[config.mk]
export PLATFORM = sky130hd
export DESIGN_NAME = clru_page_replacer_core
export DESIGN_NICKNAME = d
export VERILOG_FILES = /design/src/hw/rtl/clru_pkg.sv /design/src/hw/rtl/clru_front.sv /design/src/hw/rtl/clru_back.sv /design/src/hw/rtl/clru_page_replacer_core.sv
export VERILOG_INCLUDE_DIRS = /design/src /design/src/hw/rtl
export SDC_FILE = /design/constraint.sdc
export NUM_CORES = 1
export LEC_CHECK = 0
export BUFFER_PORTS_ARGS = -buffer_cell sky130_fd_sc_hd__buf_2
export CAP_MARGIN = 25
export CELL_PAD_IN_SITES_DETAIL_PLACEMENT = 1
export CELL_PAD_IN_SITES_GLOBAL_PLACEMENT = 2
export CORE_MARGIN = 5
export CORE_UTILIZATION = 25
export CTS_BUF_LIST = sky130_fd_sc_hd__clkbuf_16
export DETAILED_ROUTE_END_ITERATION = 10
export PLACE_DENSITY_LB_ADDON = 0.3
export SLEW_MARGIN = 30
export SYNTH_ARGS = -nofsm -noshare
export SYNTH_HDL_FRONTEND = slang
export SYNTH_HIERARCHICAL = 1
export SYNTH_SLANG_ARGS = --single-unit
[constraint.sdc]
create_clock -name aclk -period 11.3 [get_ports aclk]
set_input_delay 2.825 -clock aclk [delete_from_list [all_inputs] [get_ports aclk]]
set_output_delay 2.825 -clock aclk [all_outputs]
set_load 0.005 [all_outputs]
[src/hw/rtl/clru_page_replacer_core_assert.svh]
// Assertion macros shared by the page replacer RTL.
// Included by the modules that carry concurrent checks.
`ifndef CLRU_PAGE_REPLACER_CORE_ASSERT_SVH
`define CLRU_PAGE_REPLACER_CORE_ASSERT_SVH
// Implication checked on every clock edge outside reset.
`define CLRU_ASSERT(label, clk, rstn, prop, msg) \
    label: assert property (@(posedge clk) disable iff (!rstn) (prop)) else $error(msg);
// Implication checked on every clock edge, reset included.
`define CLRU_ASSERT_ALWAYS(label, clk, prop, msg) \
    label: assert property (@(posedge clk) (prop)) else $error(msg);
`endif

[src/hw/rtl/clru_pkg.sv]
// Shared types and constants for the page replacer.
// No dependencies.
package clru_pkg;
    localparam int RESIDENT_MAX_DEF = 32;
    localparam int PAGE_W           = 12;
    localparam int QUEUE_DEPTH      = 2;

    typedef enum logic [1:0] {
        FUNC_MAP    = 2'd0,
        FUNC_ACCESS = 2'd1,
        FUNC_TICK   = 2'd2,
        FUNC_EVICT  = 2'd3
    } func_t;

    typedef enum logic [2:0] {
        KIND_OK      = 3'd0,
        KIND_DEMOTED = 3'd1,
        KIND_VICTIM  = 3'd2,
        KIND_FULL    = 3'd3,
        KIND_EMPTY   = 3'd4
    } kind_t;

    // Classified command passed from front to back.
    typedef struct packed {
        func_t             func;
        logic [PAGE_W-1:0] page;
    } cmd_t;

    typedef enum logic [2:0] {
        ST_IDLE,
        ST_TICK,
        ST_APPEND,
        ST_EVICT,
        ST_DONE
    } state_t;
endpackage

[src/hw/rtl/clru_front.sv]
// Input stage and command queue of the page replacer.
// Depends on clru_pkg.
module clru_front (
    input  logic                        aclk,
    input  logic                        aresetn,
    input  logic                        s_tvalid,
    output logic                        s_tready,
    input  logic [15:0]                 s_tdata,
    output logic                        q_valid,
    input  logic                        q_ready,
    output clru_pkg::cmd_t              q_cmd
);
    import clru_pkg::*;

    localparam int PTR_W = $clog2(QUEUE_DEPTH);

    cmd_t               fifo_reg [QUEUE_DEPTH];
    logic [PTR_W-1:0]   wptr_reg, rptr_reg;
    logic [PTR_W:0]     cnt_reg, cnt_next;
    logic               push, pop;
    cmd_t               in_cmd;

    // Split the beat into function and page.
    always_comb begin
        in_cmd.func = func_t'(s_tdata[1:0]);
        in_cmd.page = s_tdata[2 +: PAGE_W];
    end

    assign s_tready = (cnt_reg != (PTR_W+1)'(QUEUE_DEPTH));
    assign push     = s_tvalid && s_tready;
    assign q_valid  = (cnt_reg != '0);
    assign pop      = q_valid && q_ready;
    assign q_cmd    = fifo_reg[rptr_reg];
    assign cnt_next = cnt_reg + (PTR_W+1)'(push) - (PTR_W+1)'(pop);

    // Store the payload.
    always_ff @(posedge aclk) begin
        if (push) begin
            fifo_reg[wptr_reg] <= in_cmd;
        end
    end

    // Advance pointers.
    always_ff @(posedge aclk) begin
        if (!aresetn) begin
            wptr_reg <= '0;
            rptr_reg <= '0;
            cnt_reg  <= '0;
        end else begin
            if (push) wptr_reg <= wptr_reg + 1'b1;
            if (pop)  rptr_reg <= rptr_reg + 1'b1;
            cnt_reg <= cnt_next;
        end
    end

    `include "clru_page_replacer_core_assert.svh"
    `CLRU_ASSERT(a_no_overflow, aclk, aresetn, cnt_reg <= (PTR_W+1)'(QUEUE_DEPTH), "queue overflow")
    `CLRU_ASSERT(a_pop_nonempty, aclk, aresetn, pop |-> cnt_reg != '0, "pop from empty queue")
    `CLRU_ASSERT(a_count_track, aclk, aresetn, (push && !pop) |=> cnt_reg == $past(cnt_reg) + 1'b1, "count did not advance")
endmodule

[src/hw/rtl/clru_back.sv]
// List store and command sequencer of the page replacer.
// Depends on clru_pkg.
module clru_back #(
    parameter int RESIDENT_MAX = clru_pkg::RESIDENT_MAX_DEF
) (
    input  logic                        aclk,
    input  logic                        aresetn,
    input  logic                        q_valid,
    output logic                        q_ready,
    input  clru_pkg::cmd_t              q_cmd,
    output logic                        m_tvalid,
    input  logic                        m_tready,
    output logic [15:0]                 m_tdata,
    output logic                        m_tlast
);
    import clru_pkg::*;

    localparam int IDX_W = $clog2(RESIDENT_MAX);
    localparam int CNT_W = $clog2(RESIDENT_MAX + 1);

    // List slots as a circular buffer, per slot mark bit.
    logic [PAGE_W-1:0]       pages_reg [RESIDENT_MAX];
    logic [RESIDENT_MAX-1:0] mark_reg, mark_next;
    logic [IDX_W-1:0]        head_reg, head_next;
    logic [CNT_W-1:0]        count_reg, count_next;

    // Demoted pages of the current tick, re-appended after the pass.
    logic [PAGE_W-1:0]       moved_pg_reg [RESIDENT_MAX];
    logic [CNT_W-1:0]        moved_cnt_reg, moved_cnt_next;
    logic                    mv_wr;

    state_t               state_reg, state_next;
    logic [CNT_W-1:0]     walk_reg, walk_next;     // entries left in pass, then append index
    logic [PAGE_W-1:0]    rd_reg;                  // registered memory read

    // Output register.
    logic                 ov_reg, ov_next;
    kind_t                okind_reg, okind_next;
    logic [PAGE_W-1:0]    opage_reg, opage_next;
    logic                 olast_reg, olast_next;

    logic                 wr_en;
    logic [IDX_W-1:0]     wr_addr, rd_addr;
    logic [PAGE_W-1:0]    wr_data;
    logic                 out_free;
    logic                 last_mark;               // head holds the only mark left

    function automatic logic [IDX_W-1:0] wrap(input logic [IDX_W:0] v);
        logic [IDX_W:0] r;
        r = v;
        if (r >= (IDX_W+1)'(RESIDENT_MAX)) r = r - (IDX_W+1)'(RESIDENT_MAX);
        return r[IDX_W-1:0];
    endfunction

    logic [IDX_W-1:0] tail_idx;
    logic [IDX_W-1:0] head_inc;
    assign tail_idx  = wrap({1'b0, head_reg} + (IDX_W+1)'(count_reg));
    assign head_inc  = wrap({1'b0, head_reg} + (IDX_W+1)'(1));
    assign out_free  = !ov_reg || m_tready;
    assign last_mark = (mark_reg & ~(RESIDENT_MAX'(1) << head_reg)) == '0;

    // Memory: one write, one registered read; side store for demoted pages.
    always_ff @(posedge aclk) begin
        if (wr_en) pages_reg[wr_addr] <= wr_data;
        rd_reg <= pages_reg[rd_addr];
        if (mv_wr) moved_pg_reg[moved_cnt_reg[IDX_W-1:0]] <= pages_reg[head_reg];
    end

    // Next state.
    always_comb begin
        state_next = state_reg;
        unique case (state_reg)
            ST_IDLE: begin
                if (q_valid && out_free) begin
                    if (q_cmd.func == FUNC_TICK && count_reg != '0) state_next = ST_TICK;
                    else if (q_cmd.func == FUNC_EVICT && count_reg != '0)
                        state_next = ST_EVICT;
                end
            end
            ST_TICK: begin
                if (out_free && walk_reg == CNT_W'(1)) begin
                    if (moved_cnt_reg != '0 || mark_reg[head_reg]) state_next = ST_APPEND;
                    else state_next = ST_DONE;
                end
            end
            ST_APPEND: if (walk_reg + CNT_W'(1) == moved_cnt_reg) state_next = ST_IDLE;
            ST_EVICT:  if (out_free) state_next = ST_IDLE;
            ST_DONE:   if (out_free) state_next = ST_IDLE;
            default:   state_next = ST_IDLE;
        endcase
    end

    // Datapath and outputs.
    always_comb begin
        q_ready        = 1'b0;
        mark_next      = mark_reg;
        head_next      = head_reg;
        count_next     = count_reg;
        walk_next      = walk_reg;
        moved_cnt_next = moved_cnt_reg;
        mv_wr          = 1'b0;
        wr_en          = 1'b0;
        wr_addr        = tail_idx;
        wr_data        = q_cmd.page;
        rd_addr        = head_reg;
        ov_next        = ov_reg && !m_tready;
        okind_next     = okind_reg;
        opage_next     = opage_reg;
        olast_next     = olast_reg;
        unique case (state_reg)
            ST_IDLE: begin
                if (q_valid && out_free) begin
                    q_ready = 1'b1;
                    unique case (q_cmd.func)
                        FUNC_MAP: begin
                            ov_next = 1'b1; olast_next = 1'b1; opage_next = '0;
                            if (count_reg == CNT_W'(RESIDENT_MAX)) begin
                                okind_next = KIND_FULL;
                            end else begin
                                okind_next = KIND_OK;
                                wr_en = 1'b1;
                                mark_next[tail_idx] = 1'b0;
                                count_next = count_reg + 1'b1;
                            end
                        end
                        FUNC_ACCESS: begin
                            // Compare the page against every slot in parallel.
                            for (int i = 0; i < RESIDENT_MAX; i++) begin
                                if (pages_reg[i] == q_cmd.page &&
                                    ((wrap((IDX_W+1)'(i) + (IDX_W+1)'(RESIDENT_MAX)
                                           - {1'b0, head_reg}) < IDX_W'(count_reg))
                                     || (count_reg == CNT_W'(RESIDENT_MAX))))
                                    mark_next[i] = 1'b1;
                            end
                            ov_next = 1'b1; olast_next = 1'b1;
                            okind_next = KIND_OK; opage_next = '0;
                        end
                        FUNC_TICK: begin
                            if (count_reg == '0) begin
                                ov_next = 1'b1; olast_next = 1'b1;
                                okind_next = KIND_OK; opage_next = '0;
                            end
                            walk_next      = count_reg;
                            moved_cnt_next = '0;
                        end
                        FUNC_EVICT: begin
                            if (count_reg == '0) begin
                                ov_next = 1'b1; olast_next = 1'b1;
                                okind_next = KIND_EMPTY; opage_next = '0;
                            end
                        end
                        default: ;
                    endcase
                end
            end
            ST_EVICT: begin
                if (out_free) begin
                    ov_next = 1'b1; olast_next = 1'b1;
                    okind_next = KIND_VICTIM; opage_next = rd_reg;
                    mark_next[head_reg] = 1'b0;
                    head_next  = head_inc;
                    count_next = count_reg - 1'b1;
                end
            end
            ST_TICK: begin
                // Visit the head entry: unmarked ones rotate to the tail (same
                // slot when full), marked ones leave the list and are reported.
                if (out_free) begin
                    head_next = head_inc;
                    walk_next = walk_reg - CNT_W'(1);
                    mark_next[head_reg] = 1'b0;
                    if (mark_reg[head_reg]) begin
                        mv_wr          = 1'b1;
                        moved_cnt_next = moved_cnt_reg + CNT_W'(1);
                        count_next     = count_reg - CNT_W'(1);
                        ov_next = 1'b1; olast_next = last_mark;
                        okind_next = KIND_DEMOTED;
                        opage_next = pages_reg[head_reg];
                    end else begin
                        wr_en   = 1'b1;
                        wr_addr = tail_idx;
                        wr_data = pages_reg[head_reg];
                        mark_next[tail_idx] = 1'b0;
                    end
                end
            end
            ST_APPEND: begin
                // Re-append demoted pages behind the kept ones, in pass order.
                wr_en      = 1'b1;
                wr_addr    = tail_idx;
                wr_data    = moved_pg_reg[walk_reg[IDX_W-1:0]];
                mark_next[tail_idx] = 1'b0;
                count_next = count_reg + CNT_W'(1);
                walk_next  = walk_reg + CNT_W'(1);
            end
            ST_DONE: begin
                // Nothing was demoted: answer with a single ok beat.
                if (out_free) begin
                    ov_next = 1'b1; olast_next = 1'b1;
                    okind_next = KIND_OK; opage_next = '0;
                end
            end
            default: ;
        endcase
    end

    // Registers.
    always_ff @(posedge aclk) begin
        if (!aresetn) begin
            state_reg     <= ST_IDLE;
            mark_reg      <= '0;
            head_reg      <= '0;
            count_reg     <= '0;
            walk_reg      <= '0;
            moved_cnt_reg <= '0;
            ov_reg        <= 1'b0;
        end else begin
            state_reg     <= state_next;
            mark_reg      <= mark_next;
            head_reg      <= head_next;
            count_reg     <= count_next;
            walk_reg      <= walk_next;
            moved_cnt_reg <= moved_cnt_next;
            ov_reg        <= ov_next;
        end
        okind_reg <= okind_next;
        opage_reg <= opage_next;
        olast_reg <= olast_next;
    end

    assign m_tvalid = ov_reg;
    assign m_tlast  = olast_reg;
    always_comb begin
        m_tdata = '0;
        m_tdata[2:0] = okind_reg;
        m_tdata[3 +: PAGE_W] = opage_reg;
    end

    `include "clru_page_replacer_core_assert.svh"
    `CLRU_ASSERT(a_count_range, aclk, aresetn, count_reg <= CNT_W'(RESIDENT_MAX), "count over max")
    `CLRU_ASSERT(a_hold_stall, aclk, aresetn, (m_tvalid && !m_tready) |=> m_tvalid, "result dropped")
    `CLRU_ASSERT(a_idle_pop, aclk, aresetn, q_ready |-> state_reg == ST_IDLE, "pop outside idle")
endmodule

[src/hw/rtl/clru_page_replacer_core.sv]
// Approximate-LRU page replacer: top level.
// Depends on clru_pkg, clru_front, clru_back.
//
// Usage:
//   Input beats on s_tvalid/s_tready/s_tdata: func in bits [1:0],
//   page_number in bits [13:2]. Results on m_tvalid/m_tready/m_tdata with
//   result_kind in [2:0], result_page in [14:3], m_tlast on the final
//   result of each input item.
//   A two-entry command queue decouples input from the sequencer, so input
//   is taken while a result waits on the output register.
//   Map, access and an evict on an empty list are answered from the idle
//   state; an evict with a resident page goes through the evict state for
//   the registered memory read. A tick visits one entry per cycle while the
//   output register is free, then re-appends each demoted page behind the
//   kept ones, one per cycle; when nothing is demoted it ends in the done
//   state, which sends the single ok beat.
//   Reset (aresetn low, synchronous) empties the list and clears all marks.
//   When m_tready is low the sequencer holds and the queue fills, then
//   s_tready drops.
module clru_page_replacer_core #(
    parameter int RESIDENT_MAX = clru_pkg::RESIDENT_MAX_DEF
) (
    input  logic        aclk,
    input  logic        aresetn,
    input  logic        s_tvalid,
    output logic        s_tready,
    input  logic [15:0] s_tdata,   // func[1:0], page_number[13:2]
    output logic        m_tvalid,
    input  logic        m_tready,
    output logic [15:0] m_tdata,   // result_kind[2:0], result_page[14:3]
    output logic        m_tlast
);
    import clru_pkg::*;

    logic q_valid, q_ready;
    cmd_t q_cmd;

    clru_front u_front (
        .aclk, .aresetn, .s_tvalid, .s_tready, .s_tdata,
        .q_valid, .q_ready, .q_cmd
    );

    clru_back #(.RESIDENT_MAX(RESIDENT_MAX)) u_back (
        .aclk, .aresetn, .q_valid, .q_ready, .q_cmd,
        .m_tvalid, .m_tready, .m_tdata, .m_tlast
    );
endmodule

==> metrics.csv, run 1 <==
stage,metric,value,unit
outcome,status,"finished, final reports clean",
global_route,grt_overflow,0,
clock_tree,cts-htree-levels,3,
timing,fin_ws,5640,ps
placement,dp_slack,4970,ps
cells_and_area,nFillCells,18856,
clock_tree,cts-root-buf,clkbuf_16,
timing,finClkSkew,57.0,ps
setup_path,cp-start-kind,primary input,
timing,slew_headroom,29.2,%
synth,netlist_area,44500,µm²
timing,tns,0,ps
timing,rsz0062_at_grt,false,
pwr,irDropWorstVdd,0.000137,V
timing,finalHoldViolCount,0,
synth,syn_inst,3060,
synth,synth_area_leaders,"edfxtp_1, mux4_2, xor2_1",
timing,setup_viol,0,
synth,synth-async-reset-ratio,0,%
pwr,power_density,219,nW/µm²
clock_tree,cts_made_buffers,102,
pwr,switching_share,36.7,%
pwr,power_frac_clock,28.3,%
timing,fmax,0.177,GHz
placement,place_area,47800,µm²
global_route,antenna_found_initial,7,
pwr,p_int,7060,µW
setup_path,slowest_stage,nor2_1,
pwr,leakagePower,0.0161,µW
cells_and_area,drive_gt1_share,18.8,%
setup_path,path_cells,buf_2 > nor2b_1 > buf_4 > o21ai_1 > nand2_1 > a221o_1 > buf_4 > o21ai_0 > o21ai_1 > nor2_1,
routing,wire_per_inst,28.5,µm
synth,yosysWarnings,6,
cells_and_area,nNetsFinal,3247,
cells_and_area,area_delta_synth_final,14.6,%
clock_tree,clk_transition_reported_paths,60,ps
pwr,seqPwrFrac,40.5,%
cells_and_area,regArea,26100,µm²
routing,ant_nets,0,
placement,hpwl,106000,µm
global_route,grt_usage,16.6,%
placement,routabilityCongestion,0.829,
floorplan,design.core.area,176000,µm²
setup_path,worst_setup_path_end_kind,flop,
clock_tree,cts_buffer_depth,3,
placement,port_buffers,35,
synth,yosys_register_bits,898,
timing,min_period,5660,ps
timing,final_max_slew_viol_count,0,
min_path,min_path_type,reg2reg,
routing,remaining_drc_errors,0,
clock_tree,post_cts_buffers,0,
synth,synth_edf_count,812,
synth,ys_seq_area_share,58.7,%
cells_and_area,multi_input_area,17400,µm²
routing,vias_per_cell,5.03,
synth,synth_common_cells,"edfxtp_1, xor2_1, mux4_2",
routing,drtIter0Drc,2398,
routing,firstDrtPassIters,5,
setup_path,slowest_delay,810,ps
cells_and_area,utilization,28.9,%
setup_path,crit_required,11600,ps
floorplan,die_x,432,µm
pwr,pwr-share-comb,31.2,%
setup_path,worstSetupPathType,in2reg,
timing,tightest_slew,1060,ps
setup_path,cp.arrival,5960,ps
floorplan,die_area,186000,µm²
floorplan,rows,154,
clock_tree,ctsResizeCount,0,
routing,vias,27948,
synth,ys_types,81,
synth,yosysTopAreaCell,edfxtp_1,
timing,period_share,50.1,%
clock_tree,hold_buffers,0,
floorplan,die_h,432,µm
synth,yosysTopAreaCellShare,54.8,%
clock_tree,cts_tree,done,
job,maxCapViolCount,0,
routing,wirelength,158000,µm
synth,syn_area_per_cell,14.5,µm²
setup_path,cp-startpoint,m_tready,
global_route,grt_pass1_wl,224000,µm
synth,synth_most_common_cell,edfxtp_1,
synth,synth_ff_type,edfxtp_1,
cells_and_area,final_cell_area,51000,µm²
clock_tree,cts.sink_count,898,
synth,syn_nets,3183,
clock_tree,clock_latency,730,ps
global_route,grt_pass1_vias,28792,
floorplan,start_util,25.2,%
min_path,hp-start,u_back/state_reg[0],
pwr,switching_power,4090,µW
setup_path,crit_fanout,21,
floorplan,pin_count,39,
global_route,grt_max_degree,53,
## area by class of cell
class | count | share of cell area (%)
Timing Repair Buffer | 150 | 2.08
Multi-Input combinational cell | 1905 | 34.2
Clock buffer | 102 | 5.01
Antenna cell | 4 | 0.0196
Clock inverter | 89 | 1.20
Sequential cell | 898 | 51.3
Tap cell | 2340 | 5.75
Inverter | 67 | 0.494
## final timing paths
| check | end | slack (ps) | depth (start not counted) |
|---|---|---|---|
| min | u_back/state_reg[0] | 490 | 2 |
| min reg2reg | u_back/state_reg[0] | 490 | 2 |
| max | u_back/pages_reg[4][9] | 5640 | 10 |
| max reg2reg | u_back/pages_reg[17][9] | 5900 | 7 |
## per-layer routing
| layer | vias to the layer above | wire length, µm | track usage [%] |
|---|---|---|---|
| li1 | 12072 | - | - |
| met2 | 730 | 74800 | 27.2 |
| met3 | 165 | 7860 | 2.46 |
| met1 | 14981 | 71600 | 23.0 |
| met5 | - | 0 | 0 |
| met4 | 0 | 3860 | 4.15 |
## power groups by stage
stage | Combinational (µW) | Sequential (µW) | Clock, µW
after global routing | 3700 | 4530 | 3390
after floorplan | 2010 | 4430 | 0
after CTS | 3510 | 4510 | 3250
after detailed placement | 3500 | 4580 | 0
final | 3480 | 4510 | 3160
after global placement | 3470 | 4580 | 0
## layout by cell type, fill, tap and decap left out, types with 9 or more instances in the layout
master,synthesis,routed
buf_4,6,113
and3_1,27,27
a31oi_1,20,20
o21ai_0,89,85
clkbuf_16,0,102
nor4_1,64,64
nor2b_1,17,17
nand2_1,155,155
a21boi_0,11,11
xor2_1,246,246
mux2i_1,36,36
nand4_1,49,49
mux4_2,240,240
clkinv_2,0,15
xnor2_1,181,181
buf_2,25,35
mux2_2,27,27
clkinv_1,2,22
dfxtp_1,86,79
o31ai_1,11,11
o41ai_1,11,11
edfxtp_1,812,812
a221o_1,16,16
a21oi_1,112,110
o21a_1,15,15
o21ai_1,10,12
a211oi_1,17,17
ha_1,101,101
and2_1,10,10
nand2b_1,13,13
inv_1,62,102
nor3_1,27,22
nor2_1,143,129
nor2_2,0,14
o31a_1,9,9
o211ai_1,21,21
nand3_1,63,62
a21o_1,16,16
o2111ai_1,11,11
## logic make-up after synthesis
family | Yosys count | share of synthesized area, %
flip-flops | 898 | 58.7
other | 1 | 0.00844
multiplexers | 303 | 13.7
buffers and inverters | 257 | 2.40
XOR/XNOR | 428 | 8.45
AO/OA/AOI/OAI | 480 | 7.42
AND/OR/NAND/NOR | 590 | 6.42
adder cells (fa/ha/maj) | 103 | 2.93
## critical path, delay by kind of cell
kind,cells,cell delay (ps)
AOI/OAI and AO/OA,4,1570
buffers and inverters,3,490
and+or+nand+nor,3,1070
## per-stage QoR
step                total power, µW  hold WS, ps  instances
floorplan                      6440          478       3060
global placement               8050          488       5359
detailed placement             8080          483       5360
CTS                           11300          494       5551
global route                  11600          519       5551
finish                        11100          493       5555
(Power assumes the default switching activity.)
==> inputs of run 2 (changes only) <==
Settings changed: ABC_AREA set to 1.
Clock period 11.3 ns to 5.8 ns, I/O delays scaled along.
==> metrics.csv, run 2 <==
stage,metric,value,unit,change
clock_tree,cts-htree-levels,3,,unchanged
setup_path,cp.arrival,4880,ps,-1080 ps
global_route,antenna_found_initial,4,,-3
synth,ys_types,50,,-38%
timing,min_period,4220,ps,
job,maxCapViolCount,0,,unchanged
placement,hpwl,119000,µm,+12%
global_route,grt_overflow,0,,unchanged
timing,period_share,72.7,%,
synth,yosysWarnings,6,,unchanged
clock_tree,cts-root-buf,clkbuf_16,,
timing,finalHoldViolCount,0,,unchanged
timing,fin_ws,1580,ps,-4060 ps
synth,yosys_register_bits,898,,unchanged
synth,synth_most_common_cell,edfxtp_1,,
routing,drtIter0Drc,2556,,+6.6%
clock_tree,hold_buffers,0,,unchanged
setup_path,cp-startpoint,u_back/head_reg[3],,
routing,met2_length,82600,µm,+11%
timing,finClkSkew,91.6,ps,+34.5 ps
setup_path,slowest_delay,780,ps,-30 ps
cells_and_area,drive_gt1_share,9.10,%,-9.7 points
routing,vias,35259,,+26%
cells_and_area,area_delta_synth_final,15.1,%,
placement,port_buffers,35,,unchanged
synth,synth_area_leaders,"edfxtp_1, xnor2_1, o21ai_0",,
setup_path,worst-path-buf-inv,5,,+2
global_route,grt_pass1_vias,35835,,+24%
min_path,hp-start,u_back/rd_reg[9],,
setup_path,worstSetupPathType,reg2reg,,
floorplan,start_util,25.1,%,-0.047 points
clock_tree,clock_latency,780,ps,+50 ps
setup_path,crit_top_cell,nand2_1,,
clock_tree,cts_buffer_depth,3,,unchanged
clock_tree,cts.sink_count,898,,unchanged
routing,dr_wl_met3,6830,µm,-13%
outcome,status,"finished, final reports clean",,
clock_tree,ctsResizeCount,0,,unchanged
setup_path,cp-start-kind,flop,,
cells_and_area,layout_commonest_cell,edfxtp_1,,
routing,wirelength,178000,µm,+13%
pwr,leakagePower,0.0181,µW,+12%
global_route,grt_pass1_wl,258000,µm,+15%
setup_path,path_delay_family,compound AO/OA/AOI/OAI gates,,
clock_tree,cts_made_buffers,107,,+4.9%
clock_tree,cts_tree,done,,
pwr,power_density,529,nW/µm²,+140%
cells_and_area,fin_cells,7211,,+30%
cells_and_area,nFillCells,20761,,+10%
synth,synth_common_cells,"edfxtp_1, nand2_1, nor2_1",,
clock_tree,clk_transition_reported_paths,60,ps,about the same
min_path,hold_depth,2,,unchanged
global_route,grt_usage,18.1,%,+1.5 points
pwr,irDropWorstVdd,0.000323,V,+140%
synth,syn_area_per_cell,9.91,µm²,-32%
routing,firstDrtPassIters,6,,+1
cells_and_area,final_cell_area,53000,µm²,+3.9%
setup_path,slowest_stage,o21ai_0,,
routing,remaining_drc_errors,0,,unchanged
global_route,grt_max_degree,189,,+260%
cells_and_area,nNetsFinal,4781,,+47%
cells_and_area,layout_common_cells,"edfxtp_1, nand2_1, nor2_1",,
synth,ys_seq_area_share,56.7,%,-2.0 points
placement,place_area,49300,µm²,+3.3%
min_path,min_path_type,reg2reg,,
placement,routabilityCongestion,0.806,,-2.8%
timing,rsz0062_at_grt,false,,
placement,dp_slack,1490,ps,-3480 ps
floorplan,design.core.area,183000,µm²,+3.7%
placement,dp.cells,7013,,+31%
setup_path,worstRegToRegCells,20,,+13
floorplan,die_area,193000,µm²,+3.5%
clock_tree,post_cts_buffers,0,,unchanged
routing,vias_per_cell,4.89,,-2.8%
routing,wire_per_inst,24.7,µm,-13%
synth,yosysTopAreaCellShare,53.0,%,-1.9 points
setup_path,path_depth,20,,+10
routing,dr.max_layer_used,met5,,
routing,route.layer.met1.wl,82100,µm,+15%
synth,synth-async-reset-ratio,0,%,unchanged
synth,yosysTopAreaCell,edfxtp_1,,
timing,slew_headroom,33.8,%,+4.6 points
synth,synth_edf_count,812,,unchanged
floorplan,die_x,439,µm,+1.7%
setup_path,crit_required,6460,ps,-5140 ps
floorplan,rows,157,,+1.9%
timing,final_max_slew_viol_count,0,,unchanged
floorplan,die_h,439,µm,+1.7%
synth,netlist_area,46000,µm²,+3.5%
synth,synth_ff_type,edfxtp_1,,
setup_path,worst_setup_path_end_kind,flop,,
timing,setup_viol,0,,unchanged
setup_path,path_cells,buf_4 > inv_1 > buf_4 > ha_1 > nand2_1 > inv_1 > or2_2 > nand2_1 > o21a_1 > inv_1 > ha_1 > a21oi_1 > o21ai_0 > o21ai_0 > nand3_1 > nand2_1 > nand2_1 > nor2_1 > nand2_1 > a21oi_1,,
timing,tightest_slew,982,ps,-75.5 ps
synth,syn_inst,4646,,+52%
timing,tns,0,ps,unchanged
synth,syn_nets,4769,,+50%
timing,fmax,0.237,GHz,
floorplan,pin_count,39,,unchanged
setup_path,r2r_start,u_back/head_reg[3],,
setup_path,crit_fanout,26,,+24%
routing,ant_nets,0,,unchanged
[run 2: cell types whose count changed in the layout (fill, tap and decap cells not counted), sizes merged, moves of 30 or more]
| cell | previous run | this run |
|---|---|---|
| nand2 | 155 | 687 |
| mux4 | 240 | 0 |
| nand4 | 49 | 106 |
| nor2 | 143 | 633 |
| xor2 | 246 | 90 |
| o21ai | 99 | 523 |
| xnor2 | 182 | 297 |
| o221ai | 3 | 140 |
| a21oi | 112 | 147 |
| nor3 | 29 | 59 |
| inv | 109 | 242 |
| mux2i | 36 | 0 |
| nand3 | 63 | 344 |
| nor4 | 64 | 2 |
[run 2: cell families after synthesis]
kind of cell,after synthesis,share of synthesized area [%]
and+or+nand+nor,1855,17.1
DFF,898,56.7
AOI/OAI and AO/OA,884,11.1
buffers and inverters,504,4.48
xor gates and xnor gates,387,7.38
adders and majority gates,103,2.83
muxes,14,0.343
other,1,0.00815
[run 2: final timing paths]
path / end / slack, ps
setup reg to reg: u_back/mark_reg[2] / 1580
hold reg to reg: u_back/opage_reg[9] / 500
setup / recovery: u_back/mark_reg[2] / 1580
hold / removal: u_back/opage_reg[9] / 500
[run 2: area by class of cell]
type / instances / area, µm² / share of cell area (%)
clock inverters: 89 / 901 / 1.70
clock buffers: 108 / 2700 / 5.10
flip-flops and latches: 898 / 26100 / 49.3
inverters: 229 / 871 / 1.64
repair buffers: 178 / 1320 / 2.50
diodes: 1 / 2.50 / 0.00472
multi-input cells: 3244 / 18000 / 33.9
well taps: 2464 / 3080 / 5.82
[run 2: stage by stage]
stage / util [%] / total power (µW) / hold slack (ps)
2_1_floorplan: - / 15900 / 467
6_report: 28.9 / 28000 / 501
3_3_place_gp: 26.9 / 21200 / 479
5_1_grt: 28.9 / 29500 / 527
3_5_place_dp: 27.0 / 21400 / 494
4_1_cts: 28.9 / 28300 / 508
[run 2: metal layers]
layer / vias to the layer above / global-route usage (%)
met3: 226 / 2.45
li1: 16368 / -
met1: 17967 / 24.7
met4: 6 / 6.05
met2: 692 / 29.5
met5: - / 0
[run 2: where the power goes]
part	internal, µW	switching, µW
Combinational	2840	8680
Clock	3980	2920
Sequential	9070	523
[run 2: worst reg2reg max path, delay by kind of cell (launching register included)]
family / cells / cell delay (ps)
adders and majority gates: 2 / 520
AOI/OAI and AO/OA: 5 / 1360
buffers and inverters: 5 / 800
DFF: 1 / 300
and+or+nand+nor: 8 / 1200
==> inputs of run 3 (changes only) <==
Clock period 5.8 ns to 3.8 ns, I/O delays scaled along.
==> metrics.csv, run 3 (same netlist as run 2, synthesis figures left out) <==
stage,metric,value,unit,change
outcome,status,"finished, final reports clean",,
clock_tree,cts-root-buf,clkbuf_16,,
floorplan,die_h,439,µm,unchanged
clock_tree,cts_made_buffers,106,,-0.93%
timing,fin_ws,303,ps,-1280 ps
clock_tree,clock_latency,780,ps,about the same
global_route,grt_pass1_wl,253000,µm,-1.9%
setup_path,cp-start-kind,flop,,
routing,dr.max_layer_used,met5,,
setup_path,worstSetupPathType,reg2reg,,
floorplan,pin_count,39,,unchanged
timing,finalHoldViolCount,0,,unchanged
global_route,grt_pass1_vias,36489,,+1.8%
clock_tree,cts_tree,done,,
timing,final_max_slew_viol_count,0,,unchanged
clock_tree,cts-htree-levels,3,,unchanged
pwr,power_density,793,nW/µm²,+50%
setup_path,r2r-end,u_back/mark_reg[10],,
setup_path,crit_fanout,18,,-31%
floorplan,die_area,193000,µm²,unchanged
clock_tree,post_cts_buffers,0,,unchanged
timing,fmax,0.286,GHz,+21%
setup_path,crit_required,4450,ps,-2010 ps
routing,remaining_drc_errors,0,,unchanged
setup_path,path_cells,buf_4 > ha_1 > ha_1 > inv_1 > ha_1 > a21oi_1 > o21ai_0 > o21ai_0 > nand3_1 > nand2_1 > nand2_1 > nor2_1 > nand2_1 > a21oi_1,,
timing,slew_headroom,45.2,%,+11 points
clock_tree,cts.sink_count,898,,unchanged
global_route,grt_usage,17.6,%,-0.47 points
routing,vias_per_cell,4.85,,-0.88%
floorplan,design.core.area,183000,µm²,unchanged
pwr,leakagePower,0.0185,µW,+2.4%
global_route,antenna_found_initial,8,,+4
floorplan,rows,157,,unchanged
job,maxCapViolCount,0,,unchanged
routing,wire_per_inst,23.8,µm,-3.7%
min_path,min_path_type,in2reg,,
placement,dp.cells,7096,,+1.2%
global_route,grt_overflow,0,,unchanged
setup_path,worst_setup_path_end_kind,flop,,
cells_and_area,fin_cells,7297,,+1.2%
routing,dr_wl_met3,6370,µm,-6.8%
global_route,grt_max_degree,141,,-25%
setup_path,worstRegToRegCells,14,,-30%
routing,firstDrtPassIters,5,,-1
setup_path,cp.arrival,4150,ps,-730 ps
clock_tree,hold_buffers,0,,unchanged
setup_path,endpoint,u_back/mark_reg[10],,
clock_tree,cts_buffer_depth,3,,unchanged
cells_and_area,layout_common_cells,"edfxtp_1, nand2_1, nor2_1",,
timing,min_period,3500,ps,-720 ps
routing,wirelength,174000,µm,-2.6%
pwr,irDropWorstVdd,0.000523,V,+62%
setup_path,cp-startpoint,u_back/head_reg[0],,
setup_path,path_depth,14,,-30%
setup_path,slowest_delay,640,ps,-140 ps
timing,tns,0,ps,unchanged
clock_tree,ctsResizeCount,0,,unchanged
routing,route.layer.met1.wl,77800,µm,-5.1%
placement,port_buffers,35,,unchanged
setup_path,slowest_stage,o21ai_0,,
routing,ant_nets,0,,unchanged
placement,place_area,50100,µm²,+1.6%
setup_path,worst-path-buf-inv,2,,-3
routing,drtIter0Drc,2252,,-12%
cells_and_area,area_delta_synth_final,16.5,%,
clock_tree,clk_transition_reported_paths,60,ps,about the same
cells_and_area,drive_gt1_share,10.2,%,+1.1 points
min_path,hold_depth,1,,-1
setup_path,reg2reg_slack,300,ps,-1280 ps
timing,tightest_slew,820,ps,-162 ps
placement,hpwl,119000,µm,about the same
routing,met2_length,83600,µm,+1.1%
timing,finClkSkew,68.9,ps,-22.7 ps
setup_path,path_delay_family,compound AO/OA/AOI/OAI gates,,
timing,period_share,92.0,%,+19 points
cells_and_area,final_cell_area,53600,µm²,+1.2%
cells_and_area,layout_commonest_cell,edfxtp_1,,
cells_and_area,utilization,29.3,%,+0.36 points
timing,rsz0062_at_grt,false,,
cells_and_area,nNetsFinal,4863,,+1.7%
floorplan,start_util,25.1,%,unchanged
floorplan,die_x,439,µm,unchanged
placement,dp_slack,387,ps,-1100 ps
placement,routabilityCongestion,0.810,,+0.53%
setup_path,r2r_start,u_back/head_reg[0],,
routing,vias,35365,,+0.30%
timing,setup_viol,0,,unchanged
[run 3: cell types whose count changed in the layout (fill, tap and decap cells not counted), moves of 3 or more]
cell	before	now
buf_4	137	204
buf_12	6	22
nor2_1	610	622
nor2_2	19	8
clkinv_1	27	33
bufinv_16	13	10
clkinv_2	22	19
inv_1	227	230
nand3_2	4	7
nand3_4	3	0
[run 3: layout make-up]
| type | instances | area [µm²] |
|---|---|---|
| diodes | 3 | 7.51 |
| multi-input cells | 3244 | 17900 |
| well taps | 2464 | 3080 |
| clock buffers | 106 | 2650 |
| flip-flops and latches | 898 | 26100 |
| inverters | 229 | 871 |
| clock inverters | 92 | 837 |
| fillers | 20838 | 129000 |
| repair buffers | 261 | 2150 |
[run 3: routing by layer]
| layer | vias to the layer above | GRT usage, % |
|---|---|---|
| met5 | - | 0 |
| met4 | 4 | 5.90 |
| met3 | 219 | 2.63 |
| met2 | 542 | 29.9 |
| met1 | 18052 | 23.0 |
| li1 | 16548 | - |
[run 3: where the power goes]
| part | total (µW) | leakage, µW | internal, µW | switching [µW] |
|---|---|---|---|---|
| sequential | 14500 | 0.00803 | 13800 | 632 |
| clock | 10300 | 0.00176 | 5790 | 4470 |
| combinational | 17800 | 0.00872 | 4820 | 13000 |
[run 3: worst register-to-register path, cell delays in order, from the launching register on]
cell and delay (ps):
dfxtp_1 460, buf_4 300, ha_1 280, ha_1 300, inv_1 70, ha_1 230
a21oi_1 350, o21ai_0 130, o21ai_0 640, nand3_1 160, nand2_1 100, nand2_1 90
nor2_1 110, nand2_1 60, a21oi_1 110
[run 3: per-stage QoR]
| stage | hold WS [ps] | total power (µW) |
|---|---|---|
| after floorplan | 467 | 24300 |
| after global placement | 485 | 32400 |
| after detailed placement | 497 | 32700 |
| after CTS | 316 | 43100 |
| after global routing | 348 | 44900 |
| final | 394 | 42500 |
[run 3: worst min-delay path by stage]
stage                     startpoint                 endpoint  slack [ps]
finish                    s_tdata[1]  u_front/fifo_reg[0][13]         390
global route              s_tdata[1]  u_front/fifo_reg[0][13]         350
CTS                       s_tdata[1]  u_front/fifo_reg[1][13]         320
detailed placement  u_back/rd_reg[6]      u_back/opage_reg[6]         500
global placement    u_front/rptr_reg         u_front/rptr_reg         480
floorplan           u_front/rptr_reg                     flop         470
